`config.mk`:
```
export PLATFORM = sky130hd
export DESIGN_NAME = keypad_longpress_scanner_core
export DESIGN_NICKNAME = d
export VERILOG_FILES = /design/src/rtl/kls_pkg.sv /design/src/rtl/keypad_longpress_scanner_core.sv /design/src/rtl/kls_ram.sv /design/src/rtl/kls_update.sv /design/src/rtl/kls_emitter.sv
export VERILOG_INCLUDE_DIRS = /design/src /design/src/rtl
export SDC_FILE = /design/constraint.sdc
export NUM_CORES = 1
export LEC_CHECK = 0
export BUFFER_PORTS_ARGS = -buffer_cell sky130_fd_sc_hd__buf_2
export CAP_MARGIN = 20
export CORE_UTILIZATION = 40
export DETAILED_ROUTE_END_ITERATION = 7
export MAX_ROUTING_LAYER = met4
export SLEW_MARGIN = 20
export SYNTH_ARGS = -nofsm -noshare
export SYNTH_HDL_FRONTEND = slang
export SYNTH_HIERARCHICAL = 1
export SYNTH_SLANG_ARGS = --single-unit
```
`constraint.sdc`:
```
create_clock -name clk -period 17.07 [get_ports clk]
set_clock_uncertainty 0.15 [all_clocks]
set_input_delay 3.414 -clock clk [delete_from_list [all_inputs] [get_ports clk]]
set_output_delay 3.414 -clock clk [all_outputs]
set_load 0.01 [all_outputs]
```
`src/rtl/keypad_longpress_scanner_core_macros.svh`:
```
// assertion helpers for the keypad long-press scanner
// both expect clk and arst_n in the module that uses them
`ifndef KEYPAD_LONGPRESS_SCANNER_CORE_MACROS_SVH
`define KEYPAD_LONGPRESS_SCANNER_CORE_MACROS_SVH

// same-cycle implication, disabled in reset
`define KLS_ASSERT_IMPL(label, ante, cons, msg) \
	label: assert property (@(posedge clk) disable iff (!arst_n) (ante) |-> (cons)) else $error(msg);

// next-cycle implication, disabled in reset
`define KLS_ASSERT_NEXT(label, ante, cons, msg) \
	label: assert property (@(posedge clk) disable iff (!arst_n) (ante) |=> (cons)) else $error(msg);

`endif

```
`src/rtl/kls_pkg.sv`:
```
`timescale 1ns / 1ps
// ----------------------------------------------------------------------------
// kls_pkg
// Shared constants, types and the key code table of the keypad scanner.
// ----------------------------------------------------------------------------
package kls_pkg;

	// matrix geometry
	localparam int unsigned ROWS       = 3;
	localparam int unsigned COLUMNS    = 7;
	localparam int unsigned ADDR_W     = (COLUMNS > 1) ? $clog2(COLUMNS) : 1;
	localparam int unsigned ROW_SEL_W  = (ROWS > 1) ? $clog2(ROWS) : 1;

	// field widths
	localparam int unsigned COL_W      = 3;
	localparam int unsigned LEVEL_W    = 3;
	localparam int unsigned TICK_W     = 32;
	localparam int unsigned HOLD_W     = 16;
	localparam int unsigned CODE_W     = 10;
	localparam int unsigned ST_W       = 2;
	localparam int unsigned CFG_DATA_W = 16;
	localparam int unsigned CFG_IDX_W  = 1;

	// configuration registers and their reset values
	typedef enum logic [CFG_IDX_W-1:0] {
		CFG_LONGPRESS_TICKS = 1'b0,
		CFG_MODIFIER_CODE   = 1'b1
	} cfg_idx_t;

	localparam logic [HOLD_W-1:0] LONGPRESS_RESET = 16'd60;
	localparam logic [CODE_W-1:0] MODIFIER_RESET  = 10'd56;

	// per-key status
	typedef enum logic [ST_W-1:0] {
		ST_IDLE     = 2'd0,
		ST_ARMED    = 2'd1,
		ST_REPORTED = 2'd2
	} status_t;

	// event group owed by one key
	typedef enum logic [1:0] {
		EV_NONE  = 2'd0,
		EV_SHORT = 2'd1,
		EV_LONG  = 2'd2
	} kind_t;

	// steps within an event group
	localparam logic [1:0] LONG_MOD_DOWN  = 2'd0;
	localparam logic [1:0] LONG_KEY_DOWN  = 2'd1;
	localparam logic [1:0] LONG_KEY_UP    = 2'd2;
	localparam logic [1:0] LONG_MOD_UP    = 2'd3;
	localparam logic [1:0] SHORT_KEY_DOWN = 2'd0;
	localparam logic [1:0] SHORT_KEY_UP   = 2'd1;

	// event groups of one scanned column, handed from update to emitter
	typedef struct packed {
		kind_t [ROWS-1:0]                  kind;
		logic  [ROWS-1:0][CODE_W-1:0]      code;
	} job_t;

	// fixed key table, zero marks an unpopulated position
	localparam int unsigned TABLE_ROWS = 3;
	localparam int unsigned TABLE_COLS = 7;
	localparam logic [CODE_W-1:0] CODE_TABLE [TABLE_ROWS][TABLE_COLS] = '{
		'{10'd2, 10'd8, 10'd5, 10'd11, 10'd78, 10'd28, 10'd103},
		'{10'd7, 10'd4, 10'd10, 10'd0, 10'd74, 10'd1, 10'd108},
		'{10'd3, 10'd9, 10'd6, 10'd0, 10'd0, 10'd0, 10'd0}
	};

	function automatic logic [CODE_W-1:0] code_at(int unsigned row, int unsigned col);
		logic [CODE_W-1:0] c;
		c = '0;
		if (row < TABLE_ROWS && col < TABLE_COLS) begin
			c = CODE_TABLE[row][col];
		end
		return c;
	endfunction

endpackage

```
`src/rtl/keypad_longpress_scanner_core.sv`:
```
`timescale 1ns / 1ps
// ----------------------------------------------------------------------------
// keypad_longpress_scanner_core
// Column-scanned keypad with long-press detection; per-key status and
// deadlines live in two RAMs addressed by column.
// ----------------------------------------------------------------------------
// path: stage 1 registers, then the emitter's job and output registers
// throughput: one column per cycle when it causes no events; otherwise the
//   column occupies the emitter until all its beats (up to 12 for 3 rows)
//   are sent, while the next column is read and updated behind it
// reset: key status reads idle at once (per-column valid bits), registers
//   return to 60 ticks and code 56; deadline RAM is not cleared
module keypad_longpress_scanner_core (
	input  logic                            clk,
	input  logic                            arst_n,
	input  logic                            in_valid,
	output logic                            in_stall,
	input  logic [kls_pkg::COL_W-1:0]       column,
	input  logic [kls_pkg::LEVEL_W-1:0]     row_levels,
	input  logic [kls_pkg::TICK_W-1:0]      now,
	output logic                            out_valid,
	input  logic                            out_stall,
	output logic [kls_pkg::CODE_W-1:0]      key_code,
	output logic                            key_value,
	output logic                            sync_after,
	output logic                            last,
	input  logic                            cfg_we,
	input  logic [kls_pkg::CFG_IDX_W-1:0]   cfg_index,
	input  logic [kls_pkg::CFG_DATA_W-1:0]  cfg_data
);
	import kls_pkg::*;

	logic [HOLD_W-1:0] longpress_ticks_q;
	logic [CODE_W-1:0] modifier_code_q;
	job_t              job;
	logic              job_load;
	logic              job_free;

	// configuration registers
	always_ff @(posedge clk or negedge arst_n) begin
		if (!arst_n) begin
			longpress_ticks_q <= LONGPRESS_RESET;
			modifier_code_q   <= MODIFIER_RESET;
		end else if (cfg_we) begin
			case (cfg_index)
				CFG_LONGPRESS_TICKS: longpress_ticks_q <= cfg_data[HOLD_W-1:0];
				CFG_MODIFIER_CODE:   modifier_code_q   <= cfg_data[CODE_W-1:0];
				default: begin
					longpress_ticks_q <= longpress_ticks_q;
				end
			endcase
		end
	end

	// status read-modify-write
	kls_update u_update (
		.clk             (clk),
		.arst_n          (arst_n),
		.in_valid        (in_valid),
		.in_stall        (in_stall),
		.column          (column),
		.row_levels      (row_levels),
		.now             (now),
		.longpress_ticks (longpress_ticks_q),
		.job_free        (job_free),
		.job             (job),
		.job_load        (job_load)
	);

	// event sequencing
	kls_emitter u_emitter (
		.clk           (clk),
		.arst_n        (arst_n),
		.job           (job),
		.job_load      (job_load),
		.job_free      (job_free),
		.modifier_code (modifier_code_q),
		.out_valid     (out_valid),
		.out_stall     (out_stall),
		.key_code      (key_code),
		.key_value     (key_value),
		.sync_after    (sync_after),
		.last          (last)
	);

endmodule

```
`src/rtl/kls_ram.sv`:
```
`timescale 1ns / 1ps
// ----------------------------------------------------------------------------
// kls_ram
// Generic single-write, single-read RAM with registered read data.
// ----------------------------------------------------------------------------
module kls_ram #(
	parameter int unsigned WIDTH = 8,
	parameter int unsigned DEPTH = 8
) (
	input  logic                                       clk,
	input  logic                                       we,
	input  logic [((DEPTH > 1) ? $clog2(DEPTH) : 1)-1:0] waddr,
	input  logic [WIDTH-1:0]                           wdata,
	input  logic                                       re,
	input  logic [((DEPTH > 1) ? $clog2(DEPTH) : 1)-1:0] raddr,
	output logic [WIDTH-1:0]                           rdata
);

	logic [WIDTH-1:0] mem_q [DEPTH];

	// write port
	always_ff @(posedge clk) begin
		if (we) begin
			mem_q[waddr] <= wdata;
		end
	end

	// registered read port
	always_ff @(posedge clk) begin
		if (re) begin
			rdata <= mem_q[raddr];
		end
	end

endmodule

```
`src/rtl/kls_update.sv`:
```
`timescale 1ns / 1ps
`include "keypad_longpress_scanner_core_macros.svh"
// ----------------------------------------------------------------------------
// kls_update
// Reads the status and deadline row of the scanned column, works out each
// key's transition and event group, and writes the row back.
// ----------------------------------------------------------------------------
module kls_update (
	input  logic                          clk,
	input  logic                          arst_n,
	input  logic                          in_valid,
	output logic                          in_stall,
	input  logic [kls_pkg::COL_W-1:0]     column,
	input  logic [kls_pkg::LEVEL_W-1:0]   row_levels,
	input  logic [kls_pkg::TICK_W-1:0]    now,
	input  logic [kls_pkg::HOLD_W-1:0]    longpress_ticks,
	input  logic                          job_free,
	output kls_pkg::job_t                 job,
	output logic                          job_load
);
	import kls_pkg::*;

	localparam int unsigned ST_WORD_W = ROWS * ST_W;
	localparam int unsigned DL_WORD_W = ROWS * TICK_W;

	// input side
	logic                  accept;
	logic                  new_in_range;
	logic [ADDR_W-1:0]     new_addr;

	// stage 1 registers
	logic                  valid_s1;
	logic                  in_range_s1;
	logic [ADDR_W-1:0]     addr_s1;
	logic [LEVEL_W-1:0]    levels_s1;
	logic [TICK_W-1:0]     now_s1;

	// status valid bits and write-to-read forwarding
	logic [COLUMNS-1:0]    st_valid_q;
	logic                  fwd_q;
	logic [ST_WORD_W-1:0]  fwd_st_q;
	logic [DL_WORD_W-1:0]  fwd_dl_q;
	logic                  fwd_match;

	// memory data
	logic [ST_WORD_W-1:0]  st_rd;
	logic [DL_WORD_W-1:0]  dl_rd;
	logic [ST_WORD_W-1:0]  st_word;
	logic [DL_WORD_W-1:0]  dl_word;
	logic [ST_WORD_W-1:0]  new_st_word;
	logic [DL_WORD_W-1:0]  new_dl_word;

	// control
	logic                  s1_adv;
	logic                  ram_we;
	logic                  job_empty;
	logic [TICK_W-1:0]     arm_dl;
	logic [ROWS+LEVEL_W-1:0] lv_ext;
	job_t                  job_c;

	// handshake and addressing
	assign accept       = in_valid && !in_stall;
	assign new_in_range = 32'(column) < COLUMNS;
	assign new_addr     = new_in_range ? ADDR_W'(column) : '0;
	assign s1_adv       = valid_s1 && (job_empty || job_free);
	assign in_stall     = valid_s1 && !s1_adv;
	assign ram_we       = s1_adv && in_range_s1;
	assign job_load     = s1_adv && !job_empty;
	assign job          = job_c;
	assign fwd_match    = ram_we && accept && new_in_range && (new_addr == addr_s1);

	// stage 1 control
	always_ff @(posedge clk or negedge arst_n) begin
		if (!arst_n) begin
			valid_s1 <= 1'b0;
			fwd_q    <= 1'b0;
		end else begin
			if (accept) begin
				valid_s1 <= 1'b1;
				fwd_q    <= fwd_match;
			end else if (s1_adv) begin
				valid_s1 <= 1'b0;
				fwd_q    <= 1'b0;
			end
		end
	end

	// stage 1 payload and forwarded row
	always_ff @(posedge clk) begin
		if (accept) begin
			in_range_s1 <= new_in_range;
			addr_s1     <= new_addr;
			levels_s1   <= row_levels;
			now_s1      <= now;
		end
		if (fwd_match) begin
			fwd_st_q <= new_st_word;
			fwd_dl_q <= new_dl_word;
		end
	end

	// status rows count as idle until first written
	always_ff @(posedge clk or negedge arst_n) begin
		if (!arst_n) begin
			st_valid_q <= '0;
		end else if (ram_we) begin
			st_valid_q[addr_s1] <= 1'b1;
		end
	end

	// current row, newest data first
	always_comb begin
		st_word = fwd_q ? fwd_st_q : ((in_range_s1 && st_valid_q[addr_s1]) ? st_rd : '0);
		dl_word = fwd_q ? fwd_dl_q : dl_rd;
	end

	assign arm_dl = now_s1 + TICK_W'(longpress_ticks);
	assign lv_ext = {{ROWS{1'b1}}, levels_s1};

	// per-key transitions, rows are independent
	always_comb begin
		logic [CODE_W-1:0] code_r;
		logic [ST_W-1:0]   st_r;
		logic [TICK_W-1:0] dl_r;
		logic [TICK_W-1:0] diff_r;
		logic              passed_r;
		logic              pressed_r;
		new_st_word = st_word;
		new_dl_word = dl_word;
		job_empty   = 1'b1;
		for (int unsigned r = 0; r < ROWS; r++) begin
			code_r    = code_at(r, 32'(addr_s1));
			st_r      = st_word[r*ST_W +: ST_W];
			dl_r      = dl_word[r*TICK_W +: TICK_W];
			diff_r    = dl_r - now_s1;
			passed_r  = diff_r[TICK_W-1];
			pressed_r = !lv_ext[r];
			job_c.kind[r] = EV_NONE;
			job_c.code[r] = code_r;
			if (in_range_s1 && code_r != '0) begin
				if (pressed_r) begin
					if (st_r == ST_IDLE) begin
						new_st_word[r*ST_W +: ST_W]     = ST_ARMED;
						new_dl_word[r*TICK_W +: TICK_W] = arm_dl;
					end else if (st_r == ST_ARMED && passed_r) begin
						new_st_word[r*ST_W +: ST_W] = ST_REPORTED;
						job_c.kind[r]               = EV_LONG;
					end
				end else begin
					if (st_r == ST_ARMED) begin
						job_c.kind[r] = passed_r ? EV_LONG : EV_SHORT;
					end
					new_st_word[r*ST_W +: ST_W] = ST_IDLE;
				end
			end
			if (job_c.kind[r] != EV_NONE) begin
				job_empty = 1'b0;
			end
		end
	end

	// status rows, one per column
	kls_ram #(
		.WIDTH (ST_WORD_W),
		.DEPTH (COLUMNS)
	) u_st_ram (
		.clk   (clk),
		.we    (ram_we),
		.waddr (addr_s1),
		.wdata (new_st_word),
		.re    (accept),
		.raddr (new_addr),
		.rdata (st_rd)
	);

	// deadline rows, one per column
	kls_ram #(
		.WIDTH (DL_WORD_W),
		.DEPTH (COLUMNS)
	) u_dl_ram (
		.clk   (clk),
		.we    (ram_we),
		.waddr (addr_s1),
		.wdata (new_dl_word),
		.re    (accept),
		.raddr (new_addr),
		.rdata (dl_rd)
	);

	`KLS_ASSERT_IMPL(a_stall_needs_item, in_stall, valid_s1, "stall raised with stage 1 empty")
	`KLS_ASSERT_IMPL(a_fwd_needs_item, fwd_q, valid_s1 && in_range_s1, "forwarded row without an in-range item")
	`KLS_ASSERT_NEXT(a_adv_empties, s1_adv && !accept, !valid_s1, "stage 1 kept an item it handed on")

endmodule

```
`src/rtl/kls_emitter.sv`:
```
`timescale 1ns / 1ps
`include "keypad_longpress_scanner_core_macros.svh"
// ----------------------------------------------------------------------------
// kls_emitter
// Holds the event groups of one column and, unless the output stalls, sends
// one beat per cycle through an output register, rows in ascending order.
// ----------------------------------------------------------------------------
module kls_emitter (
	input  logic                        clk,
	input  logic                        arst_n,
	input  kls_pkg::job_t               job,
	input  logic                        job_load,
	output logic                        job_free,
	input  logic [kls_pkg::CODE_W-1:0]  modifier_code,
	output logic                        out_valid,
	input  logic                        out_stall,
	output logic [kls_pkg::CODE_W-1:0]  key_code,
	output logic                        key_value,
	output logic                        sync_after,
	output logic                        last
);
	import kls_pkg::*;

	// job held for emission
	logic                         job_valid_q;
	kind_t [ROWS-1:0]             kind_q;
	logic  [ROWS-1:0][CODE_W-1:0] code_q;
	logic  [1:0]                  step_q;

	// output register
	logic                         out_valid_q;
	logic [CODE_W-1:0]            key_code_q;
	logic                         key_value_q;
	logic                         sync_after_q;
	logic                         last_q;

	// next beat
	logic [ROW_SEL_W-1:0]         sel;
	logic [ROWS-1:0]              kind_nz;
	logic                         others;
	kind_t                        sel_kind;
	logic [CODE_W-1:0]            sel_code;
	logic [CODE_W-1:0]            ev_code;
	logic                         ev_value;
	logic                         ev_sync;
	logic                         group_end;
	logic                         ev_last;
	logic                         emit_fire;

	// lowest row still owing events
	always_comb begin
		sel = '0;
		for (int r = ROWS - 1; r >= 0; r--) begin
			kind_nz[r] = (kind_q[r] != EV_NONE);
			if (kind_q[r] != EV_NONE) begin
				sel = ROW_SEL_W'(r);
			end
		end
		others   = |(kind_nz & ~(ROWS'(1) << sel));
		sel_kind = kind_q[sel];
		sel_code = code_q[sel];
	end

	// beat contents for the current step
	always_comb begin
		ev_code   = sel_code;
		ev_value  = 1'b0;
		ev_sync   = 1'b0;
		group_end = 1'b0;
		case (sel_kind)
			EV_LONG: begin
				case (step_q)
					LONG_MOD_DOWN: begin
						ev_code  = modifier_code;
						ev_value = 1'b1;
					end
					LONG_KEY_DOWN: begin
						ev_value = 1'b1;
					end
					LONG_KEY_UP: begin
						ev_value = 1'b0;
					end
					LONG_MOD_UP: begin
						ev_code   = modifier_code;
						ev_sync   = 1'b1;
						group_end = 1'b1;
					end
					default: begin
						ev_value = 1'b0;
					end
				endcase
			end
			EV_SHORT: begin
				case (step_q)
					SHORT_KEY_DOWN: begin
						ev_value = 1'b1;
					end
					SHORT_KEY_UP: begin
						ev_sync   = 1'b1;
						group_end = 1'b1;
					end
					default: begin
						ev_value = 1'b0;
					end
				endcase
			end
			default: begin
				ev_value = 1'b0;
			end
		endcase
		ev_last = group_end && !others;
	end

	assign emit_fire = job_valid_q && (!out_valid_q || !out_stall);
	assign job_free  = !job_valid_q || (emit_fire && ev_last);

	// job progress, a new job takes over in the cycle the old one ends
	always_ff @(posedge clk or negedge arst_n) begin
		if (!arst_n) begin
			job_valid_q <= 1'b0;
			kind_q      <= '{default: EV_NONE};
			step_q      <= '0;
		end else if (job_load) begin
			job_valid_q <= 1'b1;
			kind_q      <= job.kind;
			step_q      <= '0;
		end else if (emit_fire) begin
			if (group_end) begin
				kind_q[sel] <= EV_NONE;
				step_q      <= '0;
			end else begin
				step_q <= step_q + 2'd1;
			end
			if (ev_last) begin
				job_valid_q <= 1'b0;
			end
		end
	end

	always_ff @(posedge clk) begin
		if (job_load) begin
			code_q <= job.code;
		end
	end

	// output register
	always_ff @(posedge clk or negedge arst_n) begin
		if (!arst_n) begin
			out_valid_q <= 1'b0;
		end else if (emit_fire) begin
			out_valid_q <= 1'b1;
		end else if (!out_stall) begin
			out_valid_q <= 1'b0;
		end
	end

	always_ff @(posedge clk) begin
		if (emit_fire) begin
			key_code_q   <= ev_code;
			key_value_q  <= ev_value;
			sync_after_q <= ev_sync;
			last_q       <= ev_last;
		end
	end

	assign out_valid  = out_valid_q;
	assign key_code   = key_code_q;
	assign key_value  = key_value_q;
	assign sync_after = sync_after_q;
	assign last       = last_q;

	`KLS_ASSERT_IMPL(a_job_has_events, job_valid_q, |kind_nz, "held job owes no events")
	`KLS_ASSERT_IMPL(a_load_when_free, job_load, job_free, "job loaded over an unfinished one")
	`KLS_ASSERT_NEXT(a_last_ends_job, emit_fire && ev_last && !job_load, !job_valid_q, "job outlived its last beat")

endmodule

```
; After elaboration in Yosys (flattened, before gate mapping)
; Memories as Yosys holds them, arrays and structs flattened. A register that Yosys moved wholly into a read port is not among the register bits.
; Index checks and enable logic that the tools add are counted.
[totals]
register_bits = 229
latch_bits = 0
mem_bits_rw = 714
mem_bits_ro = 240
wordCells = 204
mem_count = 5
[op_classes]
add_sub_neg = 5
mul = 0
div_mod_pow = 0
n_lt_le_gt_ge = 7
eq_ne = 9
shifts = 1
n_mux = 92
bitwise = 7
n_reduce_logical = 54
[mem_list]
columns = name, words, word_bits, rd, rd_clocked_by_memory_dff, write_ports, line
row1 = u_update.u_dl_ram.mem_q, 7, 96, 1, 1, 1, kls_ram.sv:19  ; logic [WIDTH-1:0] mem_q [DEPTH];
row2 = (name not given), 8, 10, 1, 0, 0, kls_pkg.sv:74  ; c = CODE_TABLE[row][col];
row3 = (name not given), 8, 10, 1, 0, 0, kls_pkg.sv:74
row4 = (name not given), 8, 10, 1, 0, 0, kls_pkg.sv:74
row5 = u_update.u_st_ram.mem_q, 7, 6, 1, 1, 1, kls_ram.sv:19
[ops]
columns = operator, count
row1 = 32-bit two-way mux, 9
row2 = 10-bit two-way mux, 12
row3 = 96-bit two-way mux, 1
row4 = 32-bit subtractor, 3
row5 = 2-bit two-way mux, 38
row6 = "33-bit by 4-bit greater-or-equal comparator with 1-bit output, second input constant", 1
row7 = 3-bit inverter with 33-bit output, 1
row8 = 32-bit by 16-bit adder with 32-bit output, 1
row9 = 6-bit two-way mux, 5
row10 = 10-bit nonzero test, 3
row11 = 10-bit binary-select mux with 2-bit select, 1
row12 = 1-bit logical AND, 20
row13 = 2-bit nonzero test, 10
row14 = 1-bit two-way mux, 19
row15 = "2-bit by 1-bit equality test with 1-bit output, second input constant", 5
row16 = 2-bit zero test, 4
row17 = 2-bit AND reduction, 4
row18 = 1-bit zero test, 7
row19 = 7-bit bitwise OR, 1
row20 = 6-bit bitwise AND, 1
row21 = "3-bit less-than comparator, second input constant", 2
row22 = 6-bit inverter, 1
row23 = 2-bit binary-select mux with 2-bit select, 1
row24 = 2-bit demux with 2-bit select, 1
row25 = other kinds (19), 24

; Longest topological paths before layout
[depth]
word_depth = 25
mapped_depth = 18
depth_no_buf = 14

; Modules after synthesis
; Netlist, hierarchy kept.
[modules_own_cells]
columns = module, instances, cells_per_inst, area_each_um2, seq_area_each_um2
row1 = kls_ram at u_update.u_dl_ram, 1, 1445, 29388.2, 23062.1
row2 = kls_update, 1, 1010, 10636.5, 4459.3
row3 = kls_emitter, 1, 164, 2229.6, 1541.5
row4 = kls_ram at u_update.u_st_ram, 1, 102, 1888.1, 1441.4
row5 = keypad_longpress_scanner_core, 1, 56, 1041.0, 659.4

; Least setup slack after synthesis
; Ideal clock, no wire load.
[synth_timing]
kind = input to register
startpoint = in out_stall
endpoint = mem u_update/u_dl_ram/mem_q[0][0] (netlist name), enable pin
setup_time_ns = 0.668
arrival_time_ns = 10.975
slack_ns = 5.276
stages = 8
n_path_buf = 0
path_cell_list = nand2_1 o21ai_0 o21ai_0 a21oi_4 or2_1 inv_1 nand2b_1 nor3_1
[synth_via]
elab_chain_len = 10
[synth_rtl]
columns = item, line
row1 = from (decl), keypad_longpress_scanner_core.sv:22  ; input logic out_stall,
row2 = 1-bit zero test, kls_emitter.sv:114  ; assign emit_fire = job_valid_q && (!out_valid_q || !out_stall);
row3 = 1-bit logical OR, kls_emitter.sv:114
row4 = 1-bit logical AND, kls_emitter.sv:114
row5 = 1-bit logical AND, kls_emitter.sv:115  ; assign job_free = !job_valid_q || (emit_fire && ev_last);
row6 = 1-bit logical OR, kls_emitter.sv:115
row7 = named net job_free, keypad_longpress_scanner_core.sv:37  ; logic job_free;
row8 = 1-bit logical OR, kls_update.sv:65  ; assign s1_adv = valid_s1 && (job_empty || job_free);
row9 = 1-bit logical AND, kls_update.sv:65
row10 = 1-bit logical AND, kls_update.sv:67  ; assign ram_we = s1_adv && in_range_s1;
row11 = named net u_update.ram_we, kls_update.sv:55  ; logic ram_we;
row12 = 1-bit two-way mux, kls_ram.sv:23  ; if (we) begin
row13 = 1-bit two-way mux (not written as such), kls_ram.sv:24  ; mem_q[waddr] <= wdata;
row14 = to (decl), kls_ram.sv:19
; The timed path passes the listed nets, and every way through them passes these cells.

; Worst setup path in the final report
[layout_timing]
startpoint = reg u_update.fwd_q
endpoint = out in_stall
[layout_via]
elab_chain_len = 15
[layout_rtl]
columns = item, line
row1 = from (decl), kls_update.sv:40  ; logic fwd_q;
row2 = from (signal assigned), kls_update.sv:80  ; fwd_q <= fwd_match;
row3 = 96-bit two-way mux or 6-bit two-way mux (tied branches), "kls_update.sv:114, kls_update.sv:113"
row4 = 32-bit subtractor or 2-bit by 1-bit equality test with 1-bit output (tied branches), "kls_update.sv:135, kls_update.sv:145, kls_update.sv:150"
row5 = 1-bit logical AND, kls_update.sv:145  ; end else if (st_r == ST_ARMED && passed_r) begin
row6 = 2-bit two-way mux, kls_update.sv:145
row7 = 2-bit two-way mux, kls_update.sv:142  ; if (st_r == ST_IDLE) begin
row8 = 2-bit two-way mux, kls_update.sv:141  ; if (pressed_r) begin
row9 = 2-bit two-way mux, kls_update.sv:140  ; if (in_range_s1 && code_r != '0) begin
row10 = 2-bit nonzero test, kls_update.sv:156  ; if (job_c.kind[r] != EV_NONE) begin
row11 = 1-bit two-way mux (2 in series), kls_update.sv:156
row12 = 1-bit two-way mux *, kls_update.sv:156
row13 = 1-bit logical OR *, kls_update.sv:65
row14 = 1-bit logical AND *, kls_update.sv:65
row15 = 1-bit zero test *, kls_update.sv:66  ; assign in_stall = valid_s1 && !s1_adv;
row16 = 1-bit logical AND *, kls_update.sv:66
row17 = to (decl), keypad_longpress_scanner_core.sv:17  ; output logic in_stall,
; Every way passes the cells marked *; elsewhere a longest branch is shown, timed or not.

==> out/qor.log <==
[clocking] clock latency on the worst-skew pair 0.68 ns
[yosys] synthesized area 0.0452 sq mm
[timing] post-layout worst setup margin 7.96 ns
[drt] Final ANT Viol Nets 0
[placed_design] Final GP Congestion 0.857
[clocking] root cell of the clock tree sky130_fd_sc_hd__clkbuf_16
[grt] gr ovfl total 0
[floorplanning] die span in x 338 um
[yosys] total of flip-flops plus latches after synthesis 1045
[yosys] area share of the leading cell type in the synthesized netlist 66.5%
[setup_path] Critical Path Start Type register
[yosys] sequential fraction of the synthesis area 69.0%
[setup_path] signal arrival time at the worst endpoint 5.55 ns
[cells_and_area] Area Overhead vs Synth 11.6%
[yosys] leading cell types by total area after synthesis sky130_fd_sc_hd__edfxtp_1, sky130_fd_sc_hd__mux2i_1, sky130_fd_sc_hd__mux2_2, sky130_fd_sc_hd__ha_1, sky130_fd_sc_hd__dfrtp_1
[floorplanning] height of the die 338 um
[cells_and_area] post-route design area 0.0504 sq mm
[timing] relative slew slack 24.4%
[yosys] top flip-flop cell by instance count after synthesis sky130_fd_sc_hd__edfxtp_1
[grt] vias in the first global route 24900
[hold_path] Worst Hold Class register to register
[grt] largest net degree at the start of global routing 178
[job] Max-Cap Viols 0
[timing] min cycle time layout 9.11 ns
[cells_and_area] number of nets in the finished design 3035
[power] total internal power 4910 uW
[floorplanning] Std-Cell Rows 122
[floorplanning] number of top-level pins 75
[setup_path] maximum fanout count along the critical path 50
[clocking] clock transition time at the flip-flop clock pins of the worst setup and hold paths 0.06 ns
[power] relative contribution of sequential cells to total power 49.2%
[timing] final sum of negative setup slack 0 ns
[timing] count of final hold-check violations 0
[floorplanning] initial cell density of the core 40.6%
[power] combinational fraction of design power 17.7%
[placed_design] worst slack, placed 8.73 ns
[yosys] most area-hungry cell type in the Yosys netlist sky130_fd_sc_hd__edfxtp_1
[yosys] count of mapped cells out of synthesis 2777
[power] switching pwr 1860 uW
[yosys] number of synthesized flops with an enable pin 1000
[grt] first-pass GRT wire length 158000 um
[placed_design] count of placed standard cells including taps 4239
[setup_path] register-to-register setup slack 9.33 ns
[drt] Iteration-0 DRC Markers 1760
[yosys] synthesized area per cell 16.3 sq um
[grt] antenna violations before repair 1
[floorplanning] Die Footprint 0.114 sq mm
[cells_and_area] non-filler instance count after layout 4433
[yosys] Synth Warn # 6
[clocking] number of hold-repair buffers added at the cts stage 0
[placed_design] total cell area at the placement stage 0.0471 sq mm
[placed_design] estimated wirelength of the detail-placed design 61600 um
[setup_path] Setup crit end kind output pin
[timing] transition at the pin with the smallest max-transition slack 1.13 ns
[outcome] outcome complete, no violations
[timing] Max Clk Rate 0.110 GHz
[cells_and_area] Final Core Density 45.3%
[placed_design] number of buffer cells added on primary ports 74
[timing] final setup vio count 0
[timing] final clock period utilization by the worst path 53.4%
[clocking] cts bufs inserted 105
[clocking] number of instances resized during post-cts repair 0
[timing] setup repair after global routing missed its margin no
[timing] pins over their slew limit 0
[cells_and_area] number of antenna cells inserted 0
[clocking] deepest level of the CTS H-tree 3
[clocking] buffer count from post-CTS setup fixing 0
[cells_and_area] share of cells above drive strength 1 21.3%
[clocking] CTS tree yes
[clocking] worst-case clock buffer depth 3
[yosys] Synth cell types 86
[clocking] CTS Sinks 1045
[floorplanning] placeable core area 0.111 sq mm
[power] Clk pwr share 33.2%
[power] leakage power of the design 0.0173 uW
[power] switching part of the total 27.5%
[drt] iteration count of the initial detailed-routing pass 5
[drt] wire length per cell 23.8 um
[drt] DRC violations left 0
[power] power density over the cells 134 mW/mm^2
[grt] Global Route Usage Sum 19.1%
[drt] total length of routed wires 106000 um
[drt] via density per instance 5.47
[drt] routed vias 24300
[power] Peak VDD IR 96.5 uV
[setup_path] classification of the worst setup path register to output pin
[setup_path] critical path required time 13.51 ns
[yosys] share of synthesized flip-flops with an asynchronous set or reset 4.31%
## sequential cells by signal, indices dropped and copies added, names as in the netlist
signal,cells
u_emitter/key_value,1
u_update/fwd_q,1
u_update/st_valid_q,7
u_emitter/last,1
u_update/levels_s1,3
u_emitter/job_valid_q,1
u_update/in_range_s1,1
u_emitter/kind_q,6
u_emitter/out_valid,1
u_update/u_st_ram/mem_q,42
longpress_ticks_q,16
u_update/u_dl_ram/mem_q,672
u_update/fwd_dl_q,96
modifier_code_q,10
u_emitter/step_q,2
u_update/valid_s1,1
u_emitter/key_code,10
u_update/addr_s1,3
u_update/now_s1,32
u_update/u_dl_ram/rdata,96
u_update/u_st_ram/rdata,6
u_update/fwd_st_q,6
u_emitter/code_q,30
u_emitter/sync_after,1
## worst max-delay path, cell delays in order (launching register included)
cell and delay (ns):
sky130_fd_sc_hd__dfrtp_4 0.57, sky130_fd_sc_hd__buf_4 0.75, sky130_fd_sc_hd__mux2_2 0.43, sky130_fd_sc_hd__ha_1 0.32, sky130_fd_sc_hd__nand4_1 0.12, sky130_fd_sc_hd__nor4_1 0.73
sky130_fd_sc_hd__a221oi_1 0.18, sky130_fd_sc_hd__a21oi_1 0.35, sky130_fd_sc_hd__nor3b_1 0.09, sky130_fd_sc_hd__a221oi_1 0.28, sky130_fd_sc_hd__nand2_1 0.26, sky130_fd_sc_hd__a21oi_4 0.29
sky130_fd_sc_hd__and2_1 0.26, sky130_fd_sc_hd__buf_2 0.16
## metrics by stage
step                      hold WS, ns  power [uW]
after floorplan                 0.275        4180
after global placement          0.291        4540
after detailed placement        0.302        4580
after CTS                       0.315        6830
after global routing            0.324        7050
final                           0.309        6780
## cells in the final DEF, fill, tap and decap left out, drive strengths merged, types with 6 or more instances in the layout
master,netlist,layout
buf,89,113
and3,8,8
nor3,33,33
or2,9,9
a22oi,9,9
nand2,61,61
a21o,15,15
nor2,151,151
a21oi,121,121
nand3,17,17
dfrtp,38,38
clkinv,0,45
or3,6,6
bufinv,0,8
and2,6,6
edfxtp,1000,1000
nor4,6,6
nand4,9,9
ha,115,115
nand2b,115,115
mux2,234,234
mux2i,226,226
conb,1,13
o21ai,44,44
xnor2,30,30
nor2b,14,14
inv,52,56
o21a,8,8
o221ai,103,103
clkbuf,61,133
a211oi,20,20
dfstp,7,7
o211ai,106,106
xor2,7,7
## synth_stat cells, drive strengths merged, types with 7 or more instances
cell    instances
o211ai        106
xor2            7
nand2b        115
and3            8
nand4           9
mux2i         226
inv            52
ha            115
nor2b          14
xnor2          30
nand3          17
a22oi           9
buf            89
dfstp           7
mux2          234
dfrtp          38
or2             9
o221ai        103
nand2          61
nor3           33
a21oi         121
o21a            8
clkbuf         61
a211oi         20
edfxtp       1000
a21o           15
o21ai          44
nor2          151
## layer usage
metal	track usage, %	share of wire, %	vias up
li1	-	-	11000
met1	25.7	45	12600
met2	31.3	49	541
met3	1.94	4.1	139
met4	4.38	1.8	0
met5	-	0	-
## power by group through the flow
stage | Clock, uW | Sequential [uW] | Combinational, uW
after CTS | 2290 | 3330 | 1200
after detailed placement | 0 | 3390 | 1200
after floorplan | 0 | 3370 | 808
final | 2250 | 3330 | 1200
after global routing | 2390 | 3350 | 1310
after global placement | 0 | 3380 | 1160
## cell type report
cell class                      instances  area, sq um
Tap cell                             1488         1860
Timing Repair Buffer                  113          718
Multi-Input combinational cell       1542        13100
Inverter                               52          195
Clock buffer                          133         2820
Sequential cell                      1045        31200
Clock inverter                         60          547
Fill cell                            9532        60800
## path summary, 6_finish.rpt
check	end	depth (start not counted)	start
max	in_stall	13	u_update/fwd_q
min	u_update/st_valid_q[0]	1	u_update/st_valid_q[0]
max reg2reg	u_update/u_dl_ram/mem_q[3][23]	17	u_update/fwd_q
min reg2reg	u_update/st_valid_q[0]	1	u_update/st_valid_q[0]
max in group asynchronous	u_update/fwd_q	1	arst_n
min in group asynchronous	u_emitter/kind_q[0]	1	arst_n
## cell families after synthesis
logic type      after synthesis  share of synthesized area, %
xor+xnor                     37                         0.717
mux                         460                          11.3
compound gates              467                          8.33
other cells                   1                       0.00830
buf+inv                     202                          2.32
simple gates                449                          5.12
fa+ha+maj                   116                          3.23
flops                      1045                          69.0
No activity file was read; power rests on OpenSTA's default activity.
